[config.mk]
export PLATFORM = sky130hd
export DESIGN_NAME = bedc_cell
export DESIGN_NICKNAME = d
export VERILOG_FILES = /design/src/rtl/binary_erode_dilate_2d_core_assert.svh /design/src/rtl/bedc_pkg.sv /design/src/rtl/bedc_cell.sv
export SDC_FILE = /design/constraint.sdc
export NUM_CORES = 1
export LEC_CHECK = 0
export ABC_CLOCK_PERIOD_IN_PS = 800
export BUFFER_PORTS_ARGS = -buffer_cell sky130_fd_sc_hd__clkbuf_2
export CORE_AREA = 2 2 39 41
export CTS_CLUSTER_DIAMETER = 80
export DETAILED_ROUTE_END_ITERATION = 7
export DIE_AREA = 0 0 41 43
export PLACE_DENSITY_LB_ADDON = 0.08
export SYNTH_ARGS = -nofsm -noshare
export SYNTH_HDL_FRONTEND = slang
export SYNTH_SLANG_ARGS = --single-unit
[constraint.sdc]
create_clock -name clk -period 0.8 [get_ports clk]
set_input_delay 0.04 -clock clk [delete_from_list [all_inputs] [get_ports clk]]
set_output_delay 0.04 -clock clk [all_outputs]
set_load 0.005 [all_outputs]
[src/rtl/binary_erode_dilate_2d_core_assert.svh]
// Assertion helpers for the erode/dilate core. Each macro expects clk and arst_n in scope.
`ifndef BINARY_ERODE_DILATE_2D_CORE_ASSERT_SVH
`define BINARY_ERODE_DILATE_2D_CORE_ASSERT_SVH

// Condition that must hold at every clock edge out of reset.
`define BEDC_ASSERT_ALWAYS(label, cond, msg) \
	label: assert property (@(posedge clk) disable iff (!arst_n) (cond)) else $error(msg);

// Consequence that must hold in the cycle after the antecedent.
`define BEDC_ASSERT_NEXT(label, ante, cons, msg) \
	label: assert property (@(posedge clk) disable iff (!arst_n) (ante) |=> (cons)) else $error(msg);

`endif

[src/rtl/bedc_pkg.sv]
`default_nettype none
package bedc_pkg;

	localparam int CFG_DATA_W = 25;
	localparam int CFG_IDX_W  = 2;
	localparam int DIM_W      = 11;

	typedef enum logic [CFG_IDX_W-1:0] {
		REG_MODE_ERODE   = 2'd0,
		REG_ELEMENT_MASK = 2'd1,
		REG_IMAGE_WIDTH  = 2'd2,
		REG_IMAGE_HEIGHT = 2'd3
	} reg_idx_t;

	localparam logic                  RST_MODE_ERODE = 1'b1;
	localparam logic [CFG_DATA_W-1:0] RST_ELEMENT    = 25'd462;
	localparam logic [DIM_W-1:0]      RST_WIDTH      = 11'd640;
	localparam logic [DIM_W-1:0]      RST_HEIGHT     = 11'd480;

	localparam logic KIND_PIXEL = 1'b0;
	localparam logic KIND_FLUSH = 1'b1;

	localparam int OUTQ_DEPTH = 4;
	localparam int OUTQ_AW    = 2;
	localparam int OUTQ_CW    = 3;

	typedef struct packed {
		logic en;
		logic load;
	} cell_ctl_t;

	typedef struct packed {
		logic pixel_out;
		logic frame_end;
	} out_item_t;

endpackage
`default_nettype wire

[src/rtl/bedc_cell.sv]
`default_nettype none
// One column of the neighborhood window. It either takes a fresh column at a
// row start or the column of its right-hand neighbor when the window slides.
module bedc_cell #(
	parameter int ROWS = 5
) (
	input  wire                  clk,
	input  bedc_pkg::cell_ctl_t  ctl,
	input  wire  [ROWS-1:0]      load_bits,
	input  wire  [ROWS-1:0]      next_bits,
	output logic [ROWS-1:0]      col_d,
	output logic [ROWS-1:0]      col_q
);

	always_comb begin
		if (!ctl.en) begin
			col_d = col_q;
		end else if (ctl.load) begin
			col_d = load_bits;
		end else begin
			col_d = next_bits;
		end
	end

	always_ff @(posedge clk) begin
		col_q <= col_d;
	end

endmodule
`default_nettype wire

* Word level (Yosys, flattened, before mapping) *
Index checks and enable logic that the tools add are counted.

cells by class
  mux-type cells = 2

operators with widths
  cell              count
  2-to-1 mux 5 bit  2

storage, ports and cells
  register bits = 5
  input bits = 13
  word-level logic and storage cells = 3
  output and inout port bits = 10

* Longest topological paths before layout *
  depth after elaboration = 2
  gate-level depth with buffers = 3
  gate-level depth less buffers = 2

* Worst setup path before layout *
No wires, ideal clock.

  kind = register to register
  start = register col_q[2]
  end = register col_q[2]
  period minus slack after synthesis = 0.618 ns
  cell stages (with the launch flop) = 3
  setup slack = 0.182 ns
  setup time = 0.092 ns
  path buffers = 0
  data arrival time = 0.526 ns
  data required time = 0.708 ns
  cell sequence = dfxtp_1 > nor2_1 > a21oi_1

on the way
  longest elaborated chain between the ends = 1

ends and longest elaborated chain
  item                      RTL line         source
  start: declaration        bedc_cell.sv:12  output logic [ROWS-1:0] col_q
  start signal: assignment  bedc_cell.sv:26  col_q <= col_d;
  2-to-1 mux 5 bit          bedc_cell.sv:16  if (!ctl.en) begin
  named net col_d[2]        bedc_cell.sv:11  output logic [ROWS-1:0] col_d,

The timed path passes the listed nets, and every way through them passes these cells.

* Final worst setup path *
  start = register col_q[0]
  end = output col_d[0]

on the way
  longest elaborated chain between the ends = 1

ends and longest elaborated chain
  item              RTL line
  2-to-1 mux 5 bit  bedc_cell.sv:16
  end: declaration  bedc_cell.sv:11

No other way between the ends.

==> impl_metrics.env <==
export IMPL_outcome="finished, violations left"
export IMPL_violations="setup timing"
export IMPL_layout_setup_ws_ns=-0.118
export IMPL_arrival_ns=0.88
export IMPL_fillerInstances=168
export IMPL_syn2layout_area_growth_pct=94.0
export IMPL_crit_fanout=2
export IMPL_irDropWorstVdd_mv=0.716
export IMPL_initial_core_util=0.152
export IMPL_vias=266
export IMPL_power_density_nw_per_um2=1920
export IMPL_hold_path_class="input pin to register"
export IMPL_setup_worst_path_start_class="register"
export IMPL_htree_levels=1
export IMPL_area_sequential_um2=106
export IMPL_cts_sinks=5
export IMPL_regToRegStartpoint="col_q[1]"
export IMPL_clkSlewWorstSetupHoldPaths_ns=0.04
export IMPL_met1_usage=0.0897
export IMPL_wl_um=667
export IMPL_r2r_cells=3
export IMPL_grt_pass1_vias=232
export IMPL_grtUsageMet2=0.109
export IMPL_skew_ns=0
export IMPL_critPathKind="register to output pin"
export IMPL_synth_cells=22
export IMPL_io_buffers=22
export IMPL_hold_depth=3
export IMPL_top_register="col_q"
export IMPL_globalRouteOverflowTotal=0
export IMPL_min_period_over_period=1.15
export IMPL_diodes=0
export IMPL_grt_pass1_wl_um=924
export IMPL_ys_seq_elements=5
export IMPL_largest_register_ffs=5
export IMPL_min_from="next_bits[4]"
export IMPL_yosysSeqAreaShare=0.476
export IMPL_finalNetCount=63
export IMPL_period_needed_ns=0.918
export IMPL_relSlewSlack=0.793
export IMPL_holdPathEnd="col_q[4]"
export IMPL_hpwlAfterDp_um=490
export IMPL_cts_root_buf="clkbuf_4"
export IMPL_synth_fp_nets=35
export IMPL_multi_input_area_um2=123
export IMPL_drc_errors=0
export IMPL_power_leakage_nw=0.207
export IMPL_drt_iter0_drc=1
export IMPL_fin_area_um2=408
export IMPL_clock_latency_ns=0.24
export IMPL_dieArea_um2=1760
export IMPL_gp_congestion=0.506
export IMPL_grt_setup_unrepaired="true"
export IMPL_required_ns=0.76
export IMPL_clock_fmax_mhz=1090
export IMPL_hold_violations=0
export IMPL_slew_viol_final=0
export IMPL_drt_first_pass_iters=2
export IMPL_setup_viol=7
export IMPL_clk_path_buf_depth=2
export IMPL_grt_busiest_layer="met2"
export IMPL_core_rowCount=14
export IMPL_drv_cap=0
export IMPL_synth_area_um2=210
export IMPL_viasPerCell=4.09
export IMPL_total_power_mw=0.783
export IMPL_ant_nets=0
export IMPL_cts_tree="yes"
export IMPL_cts_made_buffers=3
export IMPL_top_regs="col_q: 5 flops"
export IMPL_fp_dieH_um=43
export IMPL_r2r_slack_ns=0.12
export IMPL_ys_warnings_count=0
export IMPL_die_x_um=41
export IMPL_antenna_found_initial=0
export IMPL_layout_drive_gt1_share=0.857
export IMPL_cts_hold_buffers_added=0
export IMPL_end_kind="output pin"
export IMPL_use_met3=0.0942
export IMPL_grt_use_total=0.0873
export IMPL_yosys_cell_types_count=6
export IMPL_reg2reg_to="col_q[1]"
export IMPL_coreArea_um2=1380
export IMPL_wl_per_cell_um=10.3
export IMPL_place_area_um2=324
export IMPL_grt_max_degree=11
export IMPL_tightest_slew_ns=0.310
export IMPL_pin_count=23
export IMPL_avgSynthCellArea_um2=9.55
cells in the mapped netlist (all sizes together):
cell,count,area share
a21oi,5,0.12
buf,1,0.054
clkbuf,1,0.024
dfxtp,5,0.48
mux2i,5,0.24
nor2,5,0.089
where the power goes:
group / switching, mW / internal [mW] / total, mW / leakage, nW
sequential: 0.0167 / 0.284 / 0.301 / 0.0417
clock: 0.105 / 0.189 / 0.294 / 0.0150
combinational: 0.0825 / 0.106 / 0.188 / 0.150
how the worst max path moves through the flow:
stage	startpoint	to	slack (ns)
global placement	ctl[0]	col_d[1]	0.1
CTS	col_q[1]	col_d[1]	-0.15
floorplan	col_q[2]	col_q[2]	0.18
detailed placement	ctl[0]	col_d[1]	0.07
finish	col_q[0]	col_d[0]	-0.12
global route	col_q[0]	col_d[0]	-0.17
layer usage:
layer,vias up,part of all wire
met2,15,0.50
met3,0,0.14
met4,0,0
met1,122,0.36
met5,-,0
li1,129,-
what timing repair did:
action,in CTS,in global routing
endpoints found under the setup margin,5,6
gates resized for setup,6,13
pin swaps,0,3
buffers inserted,2,2
through the flow:
stage	cells	setup WS (ns)	setup TNS, ns	hold WS (ns)	utilization
after floorplan	22	0.182	0	0.277	-
after global placement	58	0.0971	0	0.369	0.234
after detailed placement	58	0.0662	0	0.389	0.234
after CTS	64	-0.151	-0.718	0.118	0.271
after global routing	65	-0.172	-0.893	0.124	0.295
final	65	-0.118	-0.504	0.122	0.295
cells by family (layout without fill, tap and decap cells):
family	Yosys count	after routing	share of synthesized area
AOI/OAI and AO/OA	5	5	0.119
buffers and inverters	2	29	0.0774
DFF	5	5	0.476
muxes	5	5	0.238
and+or+nand+nor	5	5	0.0893
layout by cell type (no fill, tap or decap), drive strengths merged:
cell and n:
a21oi 5, buf 7, clkbuf 22, dfxtp 5, mux2i 5, nor2 5
critical path: stages, from the launching register on:
cell and delay, ns:
dfxtp_2 0.33, nor2_2 0.04, a21oi_2 0.13, clkbuf_2 0.13
final cells by class:
class	count	area share
Multi-Input combinational cell	15	0.301
Tap cell	16	0.0491
Timing Repair Buffer	25	0.325
Sequential cell	5	0.261
Clock buffer	4	0.0644
Note: power is estimated with default switching activity, not from simulation.
