## config.mk

```make
export PLATFORM = sky130hd
export DESIGN_NAME = bedc_outq_flat
export DESIGN_NICKNAME = d
export VERILOG_FILES = /design/src/rtl/binary_erode_dilate_2d_core_assert.svh /design/src/rtl/bedc_pkg.sv /design/src/rtl/bedc_out_if.sv /design/src/rtl/bedc_outq.sv /design/src/flat_wrapper.sv
export SDC_FILE = /design/constraint.sdc
export NUM_CORES = 1
export LEC_CHECK = 0
export BUFFER_PORTS_ARGS = -buffer_cell sky130_fd_sc_hd__buf_2
export CAP_MARGIN = 20
export CORE_AREA = 2 2 43 45
export CTS_BUF_LIST = sky130_fd_sc_hd__clkbuf_8
export DETAILED_ROUTE_END_ITERATION = 10
export DIE_AREA = 0 0 45 47
export GPL_ROUTABILITY_DRIVEN = 0
export GPL_TIMING_DRIVEN = 0
export PLACE_DENSITY = 0.76
export SKIP_LAST_GASP = 1
export SYNTH_ARGS = -nofsm -noshare
export SYNTH_HDL_FRONTEND = slang
export SYNTH_SLANG_ARGS = --single-unit
```

## constraint.sdc

```tcl
create_clock -name clk -period 1.6 [get_ports clk]
set_input_delay 0.08 -clock clk [delete_from_list [all_inputs] [get_ports clk]]
set_output_delay 0.08 -clock clk [all_outputs]
set_load 0.02 [all_outputs]
```

## src/rtl/binary_erode_dilate_2d_core_assert.svh

```systemverilog
// Assertion helpers for the erode/dilate core. Each macro expects clk and arst_n in scope.
`ifndef BINARY_ERODE_DILATE_2D_CORE_ASSERT_SVH
`define BINARY_ERODE_DILATE_2D_CORE_ASSERT_SVH

// Condition that must hold at every clock edge out of reset.
`define BEDC_ASSERT_ALWAYS(label, cond, msg) \
	label: assert property (@(posedge clk) disable iff (!arst_n) (cond)) else $error(msg);

// Consequence that must hold in the cycle after the antecedent.
`define BEDC_ASSERT_NEXT(label, ante, cons, msg) \
	label: assert property (@(posedge clk) disable iff (!arst_n) (ante) |=> (cons)) else $error(msg);

`endif

```

## src/rtl/bedc_pkg.sv

```systemverilog
`default_nettype none
package bedc_pkg;

	localparam int CFG_DATA_W = 25;
	localparam int CFG_IDX_W  = 2;
	localparam int DIM_W      = 11;

	typedef enum logic [CFG_IDX_W-1:0] {
		REG_MODE_ERODE   = 2'd0,
		REG_ELEMENT_MASK = 2'd1,
		REG_IMAGE_WIDTH  = 2'd2,
		REG_IMAGE_HEIGHT = 2'd3
	} reg_idx_t;

	localparam logic                  RST_MODE_ERODE = 1'b1;
	localparam logic [CFG_DATA_W-1:0] RST_ELEMENT    = 25'd462;
	localparam logic [DIM_W-1:0]      RST_WIDTH      = 11'd640;
	localparam logic [DIM_W-1:0]      RST_HEIGHT     = 11'd480;

	localparam logic KIND_PIXEL = 1'b0;
	localparam logic KIND_FLUSH = 1'b1;

	localparam int OUTQ_DEPTH = 4;
	localparam int OUTQ_AW    = 2;
	localparam int OUTQ_CW    = 3;

	typedef struct packed {
		logic en;
		logic load;
	} cell_ctl_t;

	typedef struct packed {
		logic pixel_out;
		logic frame_end;
	} out_item_t;

endpackage
`default_nettype wire

```

## src/rtl/bedc_out_if.sv

```systemverilog
`default_nettype none
interface bedc_out_if;
	logic valid;
	logic ready;
	logic pixel_out;
	logic frame_end;

	modport source (output valid, output pixel_out, output frame_end, input ready);
	modport sink (input valid, input pixel_out, input frame_end, output ready);
endinterface
`default_nettype wire

```

## src/rtl/bedc_outq.sv

```systemverilog
`default_nettype none
// Small result queue that decouples the window pipeline from the consumer.
module bedc_outq (
	input  wire                                clk,
	input  wire                                arst_n,
	input  wire                                push,
	input  bedc_pkg::out_item_t                push_item,
	output logic [bedc_pkg::OUTQ_CW-1:0]       cnt_q,
	bedc_out_if.source                         out_ch
);

	bedc_pkg::out_item_t               buf_q [bedc_pkg::OUTQ_DEPTH];
	logic [bedc_pkg::OUTQ_AW-1:0]      wr_q;
	logic [bedc_pkg::OUTQ_AW-1:0]      rd_q;
	logic                              pop;

	assign out_ch.valid     = (cnt_q != '0);
	assign out_ch.pixel_out = buf_q[rd_q].pixel_out;
	assign out_ch.frame_end = buf_q[rd_q].frame_end;
	assign pop              = out_ch.valid && out_ch.ready;

	always_ff @(posedge clk) begin
		if (push) begin
			buf_q[wr_q] <= push_item;
		end
	end

	always_ff @(posedge clk or negedge arst_n) begin
		if (!arst_n) begin
			wr_q  <= '0;
			rd_q  <= '0;
			cnt_q <= '0;
		end else begin
			if (push) begin
				wr_q <= wr_q + 1'b1;
			end
			if (pop) begin
				rd_q <= rd_q + 1'b1;
			end
			cnt_q <= cnt_q + bedc_pkg::OUTQ_CW'(push) - bedc_pkg::OUTQ_CW'(pop);
		end
	end

endmodule
`default_nettype wire
```

## src/flat_wrapper.sv

```systemverilog
// flat-port wrapper written by rule: the top's interface ports become plain ports
module bedc_outq_flat 
  (clk, arst_n, push, push_item, cnt_q, out_ch_valid, out_ch_pixel_out, out_ch_frame_end, out_ch_ready);
  bedc_out_if out_ch_i ();
  input  wire clk;
  input  wire arst_n;
  input  wire push;
  input  bedc_pkg::out_item_t push_item;
  output logic [bedc_pkg::OUTQ_CW-1:0] cnt_q;
  output wire logic [$bits(out_ch_i.valid)-1:0] out_ch_valid;
  output wire logic [$bits(out_ch_i.pixel_out)-1:0] out_ch_pixel_out;
  output wire logic [$bits(out_ch_i.frame_end)-1:0] out_ch_frame_end;
  input wire logic [$bits(out_ch_i.ready)-1:0] out_ch_ready;
  assign out_ch_valid = out_ch_i.valid;
  assign out_ch_pixel_out = out_ch_i.pixel_out;
  assign out_ch_frame_end = out_ch_i.frame_end;
  assign out_ch_i.ready = out_ch_ready;
  bedc_outq u_core (.clk(clk), .arst_n(arst_n), .push(push), .push_item(push_item), .cnt_q(cnt_q), .out_ch(out_ch_i));
endmodule
```

# Yosys cells after proc, flatten, opt, wreduce, memory -nomap -nowiden
# Memory sizes are Yosys's and may differ from the RTL's.
# Cells that the tools add are included.
[word_totals] n_memories=1 reg_bits=7 ram_bits=8 inputBits=6 elab_cells=12 out_inout_bits=6
[mem_list] memory="u_core.buf_q" words=4 word_bits=2 read_ports=1 rd_clocked_by_memory_dff=0 wr=1 line_no="bedc_outq.sv:12" text="bedc_pkg::out_item_t buf_q [bedc_pkg::OUTQ_DEPTH];"
[classes] mux=2 addsub=4 n_reduce_logical=2
[op_table] op="$add A2 B1 Y2 const B" count=2
[op_table] op="$add A3 B1 Y3" count=1
[op_table] op="$reduce_bool A3 Y1" count=1
[op_table] op="$sub A3 B1 Y3" count=1
[op_table] op="$mux W1" count=2
[op_table] op="$logic_and A1 B1 Y1" count=1

# Longest topological paths before layout
[logic_depth] word_depth=3 ltp_mapped=6 mapped_depth_nobuf=6

# Worst setup path before layout
# Ideal clock, no wire load.
[synth_path] path_type="register to register" startpoint="register u_core.cnt_q[1] (netlist bit)" endpoint="register u_core.cnt_q[2] (netlist bit)" setup_ps=123 n_path_buf=0 slack_ps=-318 t_arrival_ps=1795 path_stages_with_launch=7 path_cell_list="dfrtp_1 > o31a_1 > ha_1 > inv_1 > ha_1 > fa_1 > xnor2_1"
[synth_via] elab_chain_len=3
[synth_lines] element="start: declaration" line_no="bedc_outq.sv:8" text="output logic [bedc_pkg::OUTQ_CW-1:0] cnt_q,"
[synth_lines] element="start signal: assignment" line_no="bedc_outq.sv:40" text="cnt_q <= cnt_q + bedc_pkg::OUTQ_CW'(push) - bedc_pkg::OUTQ_CW'(pop);"
[synth_lines] element="$reduce_bool A3 Y1" line_no="bedc_outq.sv:17" text="assign out_ch.valid = (cnt_q != '0);"
[synth_lines] element="$logic_and A1 B1 Y1" line_no="bedc_outq.sv:20" text="assign pop = out_ch.valid && out_ch.ready;"
[synth_lines] element="named net u_core.pop" line_no="bedc_outq.sv:15" text="logic pop;"
[synth_lines] element="$sub A3 B1 Y3" line_no="bedc_outq.sv:40"
# The timed path passes the listed nets, and every way through them passes these cells.
# A chain may end at the register's enable or synchronous reset.

# Worst setup path in the final report
[layout_path] startpoint="register u_core.cnt_q[1] (netlist bit)" endpoint="register u_core.cnt_q[1] (netlist bit)"
# Same word-level chain as after synthesis.

==> summary.md <==
| Metric | Value |
|---|---|
| First-pass GRT wire length | `1.46 mm` |
| Worst path bufs/invs | `1` |
| Routed Antenna Nets | `0` |
| Top cell type's share of synthesized area | `35.0%` |
| Top Usage Layer GRT | `met2` |
| Final instance area | `850 um^2` |
| Synth top cells by count | `edfxtp_1, dfrtp_1, ha_1, inv_1, and2_1` |
| Grt met1 use | `11.1%` |
| Flops & latches, synth | `15` |
| Initial DRC count | `6` |
| Total GRT Usage | `10.4%` |
| Syn_nets | `57` |
| Final Hold Viols | `0` |
| Clk slew on worst S/H paths | `60 ps` |
| Buffers on Ports | `11` |
| CTS tree | `built` |
| EDFF count, synth | `8` |
| Critical R2R Launch | `u_core.cnt_q[1]` |
| Share of cells above drive strength 1 | `34.9%` |
| Pre-antenna DRT Iters | `4` |
| PD cells | `1870 nW/um^2` |
| H-tree depth | `1` |
| CP startpoint kind | `flop` |
| CP cell instances | `o31a_1 -> ha_1 -> inv_1 -> ha_2 -> fa_2` |
| Worst Skew | `4.76 ps` |
| Vias per cell | `4.78` |
| Area of the multi-input gates | `254 um^2` |
| CTS root buffer | `clkbuf_8` |
| ANT cells | `0` |
| Post-synth top flop | `edfxtp_1` |
| Ports | `12` |
| Area growth from synthesis to layout | `23.7%` |
| CP arrival | `1950 ps` |
| CP top delay family | `adder cells` |
| Clock latency on the worst-skew pair | `240 ps` |
| WL/cell | `11.5 um` |
| Clock Sink Count | `15` |
| Rows | `15` |
| Die height | `47 um` |
| Final cycle utilization of the critical path | `111%` |
| Leakage power | `0.378 nW` |
| Synthesized cell area | `687 um^2` |
| Number of max-cap violations | `0` |
| CP Class | `flop to flop` |
| Drt total wl | `918 um` |
| Number of global-route vias before repair | `347` |
| Failing checks | `negative setup slack` |
| Fin crit period | `1770 ps` |
| Nature of the critical path endpoint | `flop` |
| Final TNS setup | `-332 ps` |
| Grt met3 use | `3.46%` |
| DRC viols | `0` |
| Hold Slack | `55.0 ps` |
| RSZ-0062 raised after global routing | `true` |
| Synth unique cells | `14` |
| Nets | `77` |
| Synth area leader | `edfxtp_1` |
| Std-Cell Core Area | `1650 um^2` |
| Count leader, synth | `edfxtp_1` |
| Cells after Synth | `44` |
| Max-slew headroom | `80.9%` |
| Ys Warns | `0` |
| Worst setup path start | `u_core.cnt_q[1]` |
| CTS max path bufs | `2` |
| Register area | `419 um^2` |
| Hold_sp | `push_item[1]` |
| Slew @ Worst Pin | `282 ps` |
| CTS buffer count | `3` |
| Post-DP Area | `772 um^2` |
| Initial antenna violation count | `0` |
| CTS resizes | `0` |
| Met2 Track Usage GR | `16.9%` |
| Setup violators final | `2` |
| Final Max Tran Viols | `0` |
| Highest Clock Rate | `565 MHz` |
| Final setup margin | `-170 ps` |
| Util after Layout | `51.4%` |
| DR vias | `382` |
| Fillers | `142` |
| Global-route congestion overflow total | `0` |
| Peak VDD IR | `0.583 mV` |
| Avg Inst Size Synth | `15.6 um^2` |
| Async S/R FF share, synth | `46.7%` |
| Dpl hpwl | `716 um` |
| Worst endpoint required time | `1780 ps` |
| Register area share after synthesis | `60.5%` |
| Highest cell delay on the worst timing path | `520 ps` |
| Initial Util | `41.6%` |
| Die Wd | `45 um` |
| Status | `complete, but fails checks` |
| Crit-path slowest cell | `fa_2` |
| CP max FO | `2` |
| Synth top area cells | `edfxtp_1, dfrtp_1, ha_1` |
| Worst hold path class | `input port to flop` |
| Die ar. | `2120 um^2` |
| Largest net degree at the start of global routing | `9` |
cell usage in the layout (no fill, tap or decap):
master and count:
nand2_1 1, xnor2_1 2, clkbuf_8 3, or3_1 1, o21ai_0 1, dfrtp_2 3, fa_2 1, and2_1 4
ha_1 5, edfxtp_1 8, dfrtp_1 4, ha_2 1, buf_2 11, o31a_1 1, inv_1 7, xor2_1 3
mux4_1 2, o311ai_1 1, buf_4 3, dlygate4sd3_1 1
cell type report:
cell class | instances | area share [%]
inverter | 6 | 2.65
clock buffer | 3 | 4.86
timing repair buffer | 15 | 10.3
sequential | 15 | 49.3
tap | 17 | 2.50
multi-input combinational | 23 | 29.9
clock inverter | 1 | 0.442
metrics by stage:
| step | total power, mW | setup WS (ps) | std cells |
|---|---|---|---|
| after CTS | 1.61 | -174 | 80 |
| after floorplan | 1.09 | -225 | 44 |
| after global placement | 1.23 | -207 | 72 |
| final | 1.59 | -170 | 80 |
| after global routing | 1.72 | -231 | 80 |
| after detailed placement | 1.27 | -221 | 72 |
repair_timing:
action,CTS,global route
gates cloned,0,0
endpoints found under the hold margin,7,0
hold buffers,1,0
setup buffers,3,0
pin swaps,2,0
endpoints found under the setup margin,2,2
layer usage:
layer	share of wire, %	vias up
met2	53	8
met1	40	180
li1	-	190
met4	3.2	0
met5	0	-
met3	3.5	4
path summary, 6_finish.rpt:
kind / to / slack, ps / cells after the start
min in group asynchronous: u_core.rd_q[0] / 190 / 2
worst min register to register: u_core.rd_q[1] / 510 / 1
worst max-delay path: u_core.cnt_q[1] / -170 / 5
worst max register to register: u_core.cnt_q[1] / -170 / 5
worst min-delay path: u_core.buf_q[3][1] / 60 / 1
max in group asynchronous: u_core.cnt_q[2] / 1240 / 2
power breakdown:
part	internal (mW)	total [mW]	leakage [nW]	switching, mW
registers	0.557	0.657	0.153	0.100
logic	0.309	0.640	0.199	0.332
clock network	0.169	0.288	0.0269	0.119
total	1.03	1.59	0.378	0.551
logic make-up (layout without fill, tap and decap cells):
group / Yosys count / count (layout) / share of synthesized area (%)
and+or+nand+nor: 6 / 6 / 5.10
muxes: 2 / 2 / 7.65
xor gates and xnor gates: 5 / 5 / 6.38
AOI/OAI and AO/OA: 3 / 3 / 3.28
buffers and inverters: 6 / 25 / 3.28
DFF: 15 / 15 / 60.5
adders and majority gates: 7 / 7 / 13.8
registers in the layout, indices dropped and copies added (netlist names):
signal,count
u_core.buf_q,8
u_core.rd_q,2
u_core.wr_q,2
u_core.cnt_q,3
(Power assumes the default switching activity.)
